File: src/vumm_pkg.sv
// Shared types and constants for the vector unpack and mask merge block.
package vumm_pkg;

   localparam int LANE_W  = 32;
   localparam int LANES   = 4;
   localparam int HALF_W  = 64;
   localparam int INDEX_W = 8;
   localparam int DATA_W  = 32;

   typedef logic [LANE_W-1:0] lane_type;
   typedef lane_type [LANES-1:0] quad_type;

   typedef enum logic [3:0] {
      FMT_S32   = 4'd0,
      FMT_S16   = 4'd1,
      FMT_S8    = 4'd2,
      FMT_V2_32 = 4'd4,
      FMT_V2_16 = 4'd5,
      FMT_V2_8  = 4'd6,
      FMT_V3_32 = 4'd8,
      FMT_V3_16 = 4'd9,
      FMT_V3_8  = 4'd10,
      FMT_V4_32 = 4'd12,
      FMT_V4_16 = 4'd13,
      FMT_V4_8  = 4'd14,
      FMT_V4_5  = 4'd15
   } format_type;

   typedef enum logic [INDEX_W-1:0] {
      REG_FORMAT   = 8'd0,
      REG_UNSIGNED = 8'd1,
      REG_MASK     = 8'd2
   } reg_index_type;

   typedef struct packed {
      format_type format;
      logic       unsigned_extend;
      logic       mask_enable;
   } cfg_type;

   // Source elements after widening: words, halves and bytes
   typedef struct packed {
      quad_type w;
      quad_type h;
      quad_type b;
   } elem_type;

   // Merge operands: keep_new mask and the precomputed old/force term
   typedef struct packed {
      quad_type keep_new;
      quad_type base;
   } side_type;

   function automatic lane_type widen16(logic [15:0] v, logic zext);
      return {{16{v[15] & ~zext}}, v};
   endfunction

   function automatic lane_type widen8(logic [7:0] v, logic zext);
      return {{24{v[7] & ~zext}}, v};
   endfunction

endpackage

File: src/vumm_extract.sv
// Stage 1: split the source quadword into widened elements and prepare merge operands.
module vumm_extract (
   input  logic                clock,
   input  logic                reset,
   input  logic                in_valid,
   output logic                in_ready,
   input  logic [127:0]        source,
   input  logic [127:0]        old_val,
   input  logic [127:0]        keep_new,
   input  logic [127:0]        keep_old,
   input  logic [127:0]        force_val,
   input  logic                unsigned_extend,
   output logic                out_valid,
   input  logic                out_ready,
   output vumm_pkg::elem_type  elem,
   output vumm_pkg::side_type  side
);

   logic               valid_ff;
   vumm_pkg::elem_type elem_ff, elem_in;
   vumm_pkg::side_type side_ff, side_in;

   assign in_ready  = !valid_ff || out_ready;
   assign out_valid = valid_ff;
   assign elem      = elem_ff;
   assign side      = side_ff;

   always_comb begin
      for (int i = 0; i < vumm_pkg::LANES; i++) begin
         elem_in.w[i] = source[i*32 +: 32];
         elem_in.h[i] = vumm_pkg::widen16(source[i*16 +: 16], unsigned_extend);
         elem_in.b[i] = vumm_pkg::widen8(source[i*8 +: 8], unsigned_extend);
      end
      side_in.keep_new = keep_new;
      side_in.base     = (old_val & keep_old) | force_val;
   end

   always_ff @(posedge clock) begin
      if (reset) begin
         valid_ff <= 1'b0;
      end else if (in_ready) begin
         valid_ff <= in_valid;
      end
   end

   always_ff @(posedge clock) begin
      if (in_ready && in_valid) begin
         elem_ff <= elem_in;
         side_ff <= side_in;
      end
   end

endmodule

File: src/vumm_select.sv
// Stage 2: pick the four lanes for the configured format.
module vumm_select (
   input  logic                clock,
   input  logic                reset,
   input  logic                in_valid,
   output logic                in_ready,
   input  vumm_pkg::elem_type  elem,
   input  vumm_pkg::side_type  side_i,
   input  vumm_pkg::format_type format,
   output logic                out_valid,
   input  logic                out_ready,
   output vumm_pkg::quad_type  lanes,
   output vumm_pkg::side_type  side_o
);

   logic               valid_ff;
   vumm_pkg::quad_type lanes_ff, lanes_in;
   vumm_pkg::side_type side_ff;
   logic [15:0]        color;

   assign in_ready  = !valid_ff || out_ready;
   assign out_valid = valid_ff;
   assign lanes     = lanes_ff;
   assign side_o    = side_ff;
   assign color     = elem.w[0][15:0];

   always_comb begin
      case (format)
         vumm_pkg::FMT_S32: lanes_in = {4{elem.w[0]}};
         vumm_pkg::FMT_S16: lanes_in = {4{elem.h[0]}};
         vumm_pkg::FMT_S8:  lanes_in = {4{elem.b[0]}};
         vumm_pkg::FMT_V2_32: lanes_in = {elem.w[1], elem.w[0], elem.w[1], elem.w[0]};
         vumm_pkg::FMT_V2_16: lanes_in = {elem.h[1], elem.h[0], elem.h[1], elem.h[0]};
         vumm_pkg::FMT_V2_8:  lanes_in = {elem.b[1], elem.b[0], elem.b[1], elem.b[0]};
         vumm_pkg::FMT_V3_32, vumm_pkg::FMT_V4_32: lanes_in = elem.w;
         vumm_pkg::FMT_V3_16, vumm_pkg::FMT_V4_16: lanes_in = elem.h;
         vumm_pkg::FMT_V3_8,  vumm_pkg::FMT_V4_8:  lanes_in = elem.b;
         vumm_pkg::FMT_V4_5: begin
            // 5:5:5:1 color to one byte per lane
            lanes_in[0] = {24'd0, color[4:0], 3'd0};
            lanes_in[1] = {24'd0, color[9:5], 3'd0};
            lanes_in[2] = {24'd0, color[14:10], 3'd0};
            lanes_in[3] = {24'd0, color[15], 7'd0};
         end
         default: lanes_in = '0;
      endcase
   end

   always_ff @(posedge clock) begin
      if (reset) begin
         valid_ff <= 1'b0;
      end else if (in_ready) begin
         valid_ff <= in_valid;
      end
   end

   always_ff @(posedge clock) begin
      if (in_ready && in_valid) begin
         lanes_ff <= lanes_in;
         side_ff  <= side_i;
      end
   end

endmodule

File: src/vumm_merge.sv
// Stage 3: merge the new lanes with the old destination and hold the result item.
module vumm_merge (
   input  logic                clock,
   input  logic                reset,
   input  logic                in_valid,
   output logic                in_ready,
   input  vumm_pkg::quad_type  lanes,
   input  vumm_pkg::side_type  side,
   input  logic                mask_enable,
   output logic                out_valid,
   input  logic                out_ready,
   output vumm_pkg::quad_type  dest
);

   logic               valid_ff;
   vumm_pkg::quad_type dest_ff, dest_in;

   assign in_ready  = !valid_ff || out_ready;
   assign out_valid = valid_ff;
   assign dest      = dest_ff;

   always_comb begin
      if (mask_enable) begin
         dest_in = (lanes & side.keep_new) | side.base;
      end else begin
         dest_in = lanes;
      end
   end

   always_ff @(posedge clock) begin
      if (reset) begin
         valid_ff <= 1'b0;
      end else if (in_ready) begin
         valid_ff <= in_valid;
      end
   end

   always_ff @(posedge clock) begin
      if (in_ready && in_valid) begin
         dest_ff <= dest_in;
      end
   end

endmodule

File: src/vector_unpack_mask_merge.sv
// Top level of the vector unpack and mask merge block.
//
//   channel  direction  handshake              payload
//   req      in         req_valid / req_ready  source, old, keep_new, keep_old, force
//   rsp      out        rsp_valid / rsp_ready  dest_low, dest_high
//   csr      in         csr_valid / csr_ready  csr_index, csr_wdata
//
// rsp_valid rises once an accepted req item has passed the extract, select and merge
// registers; one item per cycle sustained while rsp_ready stays high.
// The three stages (extract, select, merge) each have their own valid bit and
// ready is chained back stage by stage, so a stalled rsp holds its item while
// empty stages upstream still fill. Reset clears all valid bits and the
// registers (format S-32, sign extension, masking off). csr writes are always taken.
module vector_unpack_mask_merge (
   input  logic                          clock,
   input  logic                          reset,
   input  logic                          req_valid,
   output logic                          req_ready,
   input  logic [63:0]                   req_source_low,
   input  logic [63:0]                   req_source_high,
   input  logic [63:0]                   req_old_low,
   input  logic [63:0]                   req_old_high,
   input  logic [63:0]                   req_keep_new_low,
   input  logic [63:0]                   req_keep_new_high,
   input  logic [63:0]                   req_keep_old_low,
   input  logic [63:0]                   req_keep_old_high,
   input  logic [63:0]                   req_force_low,
   input  logic [63:0]                   req_force_high,
   output logic                          rsp_valid,
   input  logic                          rsp_ready,
   output logic [63:0]                   rsp_dest_low,
   output logic [63:0]                   rsp_dest_high,
   input  logic                          csr_valid,
   output logic                          csr_ready,
   input  logic [vumm_pkg::INDEX_W-1:0]  csr_index,
   input  logic [vumm_pkg::DATA_W-1:0]   csr_wdata
);

   vumm_pkg::cfg_type  cfg_ff;
   vumm_pkg::elem_type elem;
   vumm_pkg::side_type side_s1, side_s2;
   vumm_pkg::quad_type lanes, dest;
   logic               s1_valid, s1_ready, s2_valid, s2_ready;

   assign csr_ready = 1'b1;

   always_ff @(posedge clock) begin
      if (reset) begin
         cfg_ff.format          <= vumm_pkg::FMT_S32;
         cfg_ff.unsigned_extend <= 1'b0;
         cfg_ff.mask_enable     <= 1'b0;
      end else if (csr_valid) begin
         case (csr_index)
            vumm_pkg::REG_FORMAT:   cfg_ff.format <= vumm_pkg::format_type'(csr_wdata[3:0]);
            vumm_pkg::REG_UNSIGNED: cfg_ff.unsigned_extend <= csr_wdata[0];
            vumm_pkg::REG_MASK:     cfg_ff.mask_enable <= csr_wdata[0];
            default: ;
         endcase
      end
   end

   vumm_extract u_extract (
      .clock           (clock),
      .reset           (reset),
      .in_valid        (req_valid),
      .in_ready        (req_ready),
      .source          ({req_source_high, req_source_low}),
      .old_val         ({req_old_high, req_old_low}),
      .keep_new        ({req_keep_new_high, req_keep_new_low}),
      .keep_old        ({req_keep_old_high, req_keep_old_low}),
      .force_val       ({req_force_high, req_force_low}),
      .unsigned_extend (cfg_ff.unsigned_extend),
      .out_valid       (s1_valid),
      .out_ready       (s1_ready),
      .elem            (elem),
      .side            (side_s1)
   );

   vumm_select u_select (
      .clock     (clock),
      .reset     (reset),
      .in_valid  (s1_valid),
      .in_ready  (s1_ready),
      .elem      (elem),
      .side_i    (side_s1),
      .format    (cfg_ff.format),
      .out_valid (s2_valid),
      .out_ready (s2_ready),
      .lanes     (lanes),
      .side_o    (side_s2)
   );

   vumm_merge u_merge (
      .clock       (clock),
      .reset       (reset),
      .in_valid    (s2_valid),
      .in_ready    (s2_ready),
      .lanes       (lanes),
      .side        (side_s2),
      .mask_enable (cfg_ff.mask_enable),
      .out_valid   (rsp_valid),
      .out_ready   (rsp_ready),
      .dest        (dest)
   );

   assign rsp_dest_low  = {dest[1], dest[0]};
   assign rsp_dest_high = {dest[3], dest[2]};

endmodule

File: config.mk
export PLATFORM = sky130hd
export DESIGN_NAME = vector_unpack_mask_merge
export DESIGN_NICKNAME = d
export VERILOG_FILES = /design/src/vumm_pkg.sv /design/src/vumm_extract.sv /design/src/vumm_select.sv /design/src/vumm_merge.sv /design/src/vector_unpack_mask_merge.sv
export SDC_FILE = /design/constraint.sdc
export NUM_CORES = 1
export LEC_CHECK = 0
export BUFFER_PORTS_ARGS = -buffer_cell sky130_fd_sc_hd__buf_4
export CORE_AREA = 2 2 322 324
export CTS_BUF_LIST = sky130_fd_sc_hd__clkbuf_8
export CTS_CLUSTER_SIZE = 8
export DETAILED_ROUTE_END_ITERATION = 10
export DIE_AREA = 0 0 324 326
export PLACE_DENSITY = 0.69
export SYNTH_ARGS = -nofsm -noshare
export SYNTH_HDL_FRONTEND = slang
export SYNTH_HIERARCHICAL = 1
export SYNTH_SLANG_ARGS = --single-unit
File: constraint.sdc
create_clock -name clock -period 22.8 [get_ports clock]
set_input_delay 3.42 -clock clock [delete_from_list [all_inputs] [get_ports clock]]
set_output_delay 3.42 -clock clock [all_outputs]
set_load 0.01 [all_outputs]
* After elaboration in Yosys (flattened, before gate mapping)
Index checks and enable logic that the tools add are counted.
Word-level totals: RAM bits 0, logic and storage cells 86, input port bits 685, latch bits 0, memories kept 0, output and inout bits 131, bits in read-only memories 0, register bits after elaboration 1009
Cells by class: equality and inequality tests 14, divide/modulo/power cells 0, muxes and demuxes 2, add/subtract/negate cells 0, magnitude comparators 0, $mul 0, shifts and indexed selects 0, bitwise operators 11, reductions and logical operators 17
Operator list (count):
- $pmux W128 S10 | 1
- $and A128 B128 Y128 | 2
- $or A128 B128 Y128 | 2
- $mux W128 | 1
- $eq A4 B4 Y1 const B | 7
- $eq A4 B3 Y1 const B | 3
- $eq A8 B1 Y1 const B | 1
- $eq A8 B2 Y1 const B | 1
- $logic_not A8 Y1 | 1
- $and A1 B1 Y1 | 6
- $reduce_and A2 Y1 | 3
- $reduce_or A2 Y1 | 3
- $eq A4 B1 Y1 const B | 1
- $eq A4 B2 Y1 const B | 1
- $logic_not A4 Y1 | 1
- $logic_and A1 B1 Y1 | 3
- $logic_not A1 Y1 | 3
- $logic_or A1 B1 Y1 | 3
- $not A1 Y1 | 1

* Logic depth before layout (Yosys ltp)
depth in word-level cells 5, gate-level depth with buffers 8, mapped depth without buffers 4

* Modules after synthesis
Netlist, hierarchy kept.
By module, submodules not included:
- vumm_select | instances 1, cells an instance 1157, area an instance 16661.0 µm²
- vumm_extract | instances 1, cells an instance 779, area an instance 14641.5 µm²
- vumm_merge | instances 1, cells an instance 417, area an instance 6040.8 µm²
- vector_unpack_mask_merge | instances 1, cells an instance 31, area an instance 324.1 µm²

* Least setup slack after synthesis
Ideal clock, no wire load.
path kind input to register, start input port rsp_ready, end register u_select.lanes_ff, in the netlist u_select/lanes[0] (enable), setup slack 9.658 ns, cell stages on the path 3, data required time 22.004 ns, library setup time 0.796 ns, buffers on the path 0, arrival 12.346 ns, cells stage by stage nand2b_1 nand2b_1 and2_1
Between the ends: word-level cells in the longest chain between the ends 3
RTL lines:
- start: declaration | RTL line vector_unpack_mask_merge.sv:30 | input logic rsp_ready,
- $logic_or A1 B1 Y1 | RTL line vumm_merge.sv:18 | assign in_ready = !valid_ff || out_ready;
- $logic_or A1 B1 Y1 | RTL line vumm_select.sv:21 | assign in_ready = !valid_ff || out_ready;
- via s1_ready | RTL line vector_unpack_mask_merge.sv:43 | logic s1_valid, s1_ready, s2_valid, s2_ready;
- $logic_and A1 B1 Y1 | RTL line vumm_select.sv:58 | if (in_ready && in_valid) begin
- end signal: assignment | RTL line vumm_select.sv:59 | lanes_ff <= lanes_in;
- end: declaration | RTL line vumm_select.sv:17 | vumm_pkg::quad_type lanes_ff, lanes_in;
The timed path passes the listed nets, and every way through them passes these cells. A chain may end at the register's enable or synchronous reset.

* Worst setup path in the final report
start input port rsp_ready, end output port req_ready
Between the ends: word-level cells in the longest chain between the ends 3
RTL lines:
- $logic_or A1 B1 Y1 | RTL line vumm_merge.sv:18
- via s2_ready | RTL line vector_unpack_mask_merge.sv:43
- $logic_or A1 B1 Y1 | RTL line vumm_select.sv:21
- via s1_ready | RTL line vector_unpack_mask_merge.sv:43
- $logic_or A1 B1 Y1 | RTL line vumm_extract.sv:23 | assign in_ready = !valid_ff || out_ready;
- end: declaration | RTL line vector_unpack_mask_merge.sv:18 | output logic req_ready,
The timed path passes the listed nets, and every way through them passes these cells.

==> results.toml <==
[timing]
timing.final.max_slew_violations = 0
whs_ps = 387.4
slew_headroom_pct = 20.90
setup_viol = 0
tns_ps = 0
hold_viol = 0
rsz0062_at_grt = "false"
fmax_mhz = 131.7
tightest_slew_ps = 1174
fin_crit_ps = 7591
finClkSkew_ps = 38.39
fin_crit_sh_pct = 33.29

[global_route]
track_usage_pct = 20.38
first_global_vias = 22520
grt_pass1_wl_um = 152600
antenna_found_initial = 23
overflow = 0
grt_max_degree = 153

[clocking]
cts-root-buf = "clkbuf_8"
h-tree-depth = 4
clock-sinks = 911
insertion_delay_ps = 840
cts_buffer_depth = 3
cts_setup_buffers = 0
clk_transition_reported_paths_ps = 60
cts_buffers = 156
cts_hold_buf = 0
post_cts_resize_count = 0
cts_tree = "built"

[critical_path]
cp-start-kind = "input pin"
critPathCaptureType = "output pin"
cpLargestDelayFamily = "simple AND/OR/NAND/NOR gates"
cp.required_ps = 19380
critical-path-slowest-cell = "nand2b_1"
max_stage_delay_ps = 180
worstPathArrival_ps = 4170
cp_max_fo = 3
critical_path_buf_inv_count = 2
worstPathCellList = "buf_4 > nand2b_1 > nand2b_1 > nand2b_4 > buf_4"
path_class = "input pin to output pin"

[floorplan]
core_um2 = 102600
die_w_um = 324
die_area_um2 = 105600
start_util_pct = 36.71
die_height_um = 326
io_pins = 816
num_rows = 118

[synth]
synth_top_cell_area_share_pct = 71.91
yosys.area.top_type = "edfxtp_1"
syn_area_um2 = 37670
synth_nets = 3069
ys_warn_count = 6
synth.avg_cell_area_um2 = 15.80
synth_seq_area_share_pct = 72.39
synth_edf_count = 902
async_flop_share_pct = 0
synth_top_flop_cell = "edfxtp_1"
synth_seq_cells = 911
netlist_top_cells_area = "edfxtp_1, buf_4, a22o_1"
syn_inst = 2384
ys_types = 57

[run_status]
status = "finished clean"

[place]
placed_area_um2 = 43010
port-buffer-count = 786
gp_congestion = 0.8121
dp_hpwl_um = 77250
dp_cells = 4217

[layout]
mostFrequentLayoutCells = "edfxtp_1, buf_4, clkbuf_8"
layout_commonest_cell = "edfxtp_1"
areaGrowthSynthToFinish_pct = 21.91
nFillCells = 9097
layoutNonFillerInstCount = 4506
drive_above_1_share_pct = 33.59
final_nets = 3680
fin_area_um2 = 45920

[routing]
postRouteAntennaNets = 0
vias_per_cell = 4.945
drtIter0Drc = 1776
first_pass_iters = 5
wl_per_cell_um = 24.39
drc = 0
via_count = 22280
drt-total-wl_um = 109900

[hold_path]
hold_class = "flip-flop to flip-flop"

[job]
drv_cap = 0

[power_and_ir_drop]
vdd_ir_drop_max_v = 0.00004748
p_per_area_nw_per_um2 = 77.70
finalPower_mw = 3.568
p_leak_nw = 17.27
==> area by class of cell <==
class | instances | area (µm²) | area share [%]
Clock buffer | 159 | 2188 | 4.766
Timing Repair Buffer | 818 | 6166 | 13.43
Clock inverter | 115 | 683.2 | 1.488
Inverter | 13 | 48.80 | 0.1063
Tap cell | 1380 | 1727 | 3.760
Sequential cell | 911 | 27280 | 59.41
Multi-Input combinational cell | 1095 | 7786 | 16.96
Antenna cell | 15 | 37.54 | 0.08174
==> stage by stage <==
step | setup slack, ps | utilization [%]
finish | 15210 | 44.75
global route | 15170 | 44.74
CTS | 15200 | 44.71
detailed placement | 15210 | 41.92
global placement | 15220 | 41.92
floorplan | 9658 | -
==> state kept, by name, indices dropped and copies added (netlist names), 6 cells and up <==
name             cells
u_merge/dest       128
u_select/lanes     128
u_select/side_o    256
u_extract/elem     134
u_extract/side     256
cfg_ff               6
==> report_power, final <==
part	leakage (nW)	switching [mW]	internal (mW)
Sequential	8.61	0.0370	1.94
Combinational	6.99	0.101	0.113
Clock	1.67	0.670	0.710
==> layer usage <==
metal / wire [µm] / up-vias / track usage [%]
li1: - / 10100 / -
met2: 55180 / 971 / 34.23
met4: 2422 / 14 / 6.562
met5: 92 / - / 0
met3: 8468 / 165 / 5.527
met1: 43730 / 11030 / 25.44
==> kinds of logic after synthesis <==
group | synth area share, %
AOI/OAI and AO/OA | 10.43
buffers and inverters | 6.989
DFF | 72.39
muxes | 4.574
other | 0.009956
and+or+nand+nor | 5.607
==> cell usage after synthesis (all sizes together), types with 2 or more instances <==
master  number
nor2b       17
a221o        7
o22ai       19
o21ai       93
a21oi       69
mux2        11
nor2        85
a211o        3
inv         13
a211oi      11
edfxtp     902
buf        344
a21o       146
clkbuf      21
nor3         7
or2b         4
nand4b       2
dfxtp        9
nand3b      33
nand2       82
o32ai        5
or3b         2
a22o       148
a22oi        5
a221oi       2
a32oi        2
mux4        13
nand2b     139
and2        11
o21a        17
mux2i      129
a311o        3
o211ai      17
==> worst register-to-register path: stages (launching register included) <==
cell      delay, ps
dfxtp_1         310
nand2b_1        100
nand2b_1        160
and2_4          780
buf_4           890
buf_4           950
==> path summary, 6_finish.rpt <==
path / start / endpoint / slack, ps / cells past startpoint
worst max register to register: u_merge/out_valid / u_select/side_o[104] / 19170 / 5
worst max-delay path: rsp_ready / req_ready / 15210 / 5
worst min register to register: u_extract/side[114] / u_select/side_o[114] / 390 / 0
worst min-delay path: u_extract/side[114] / u_select/side_o[114] / 390 / 0
(Power assumes the default switching activity.)
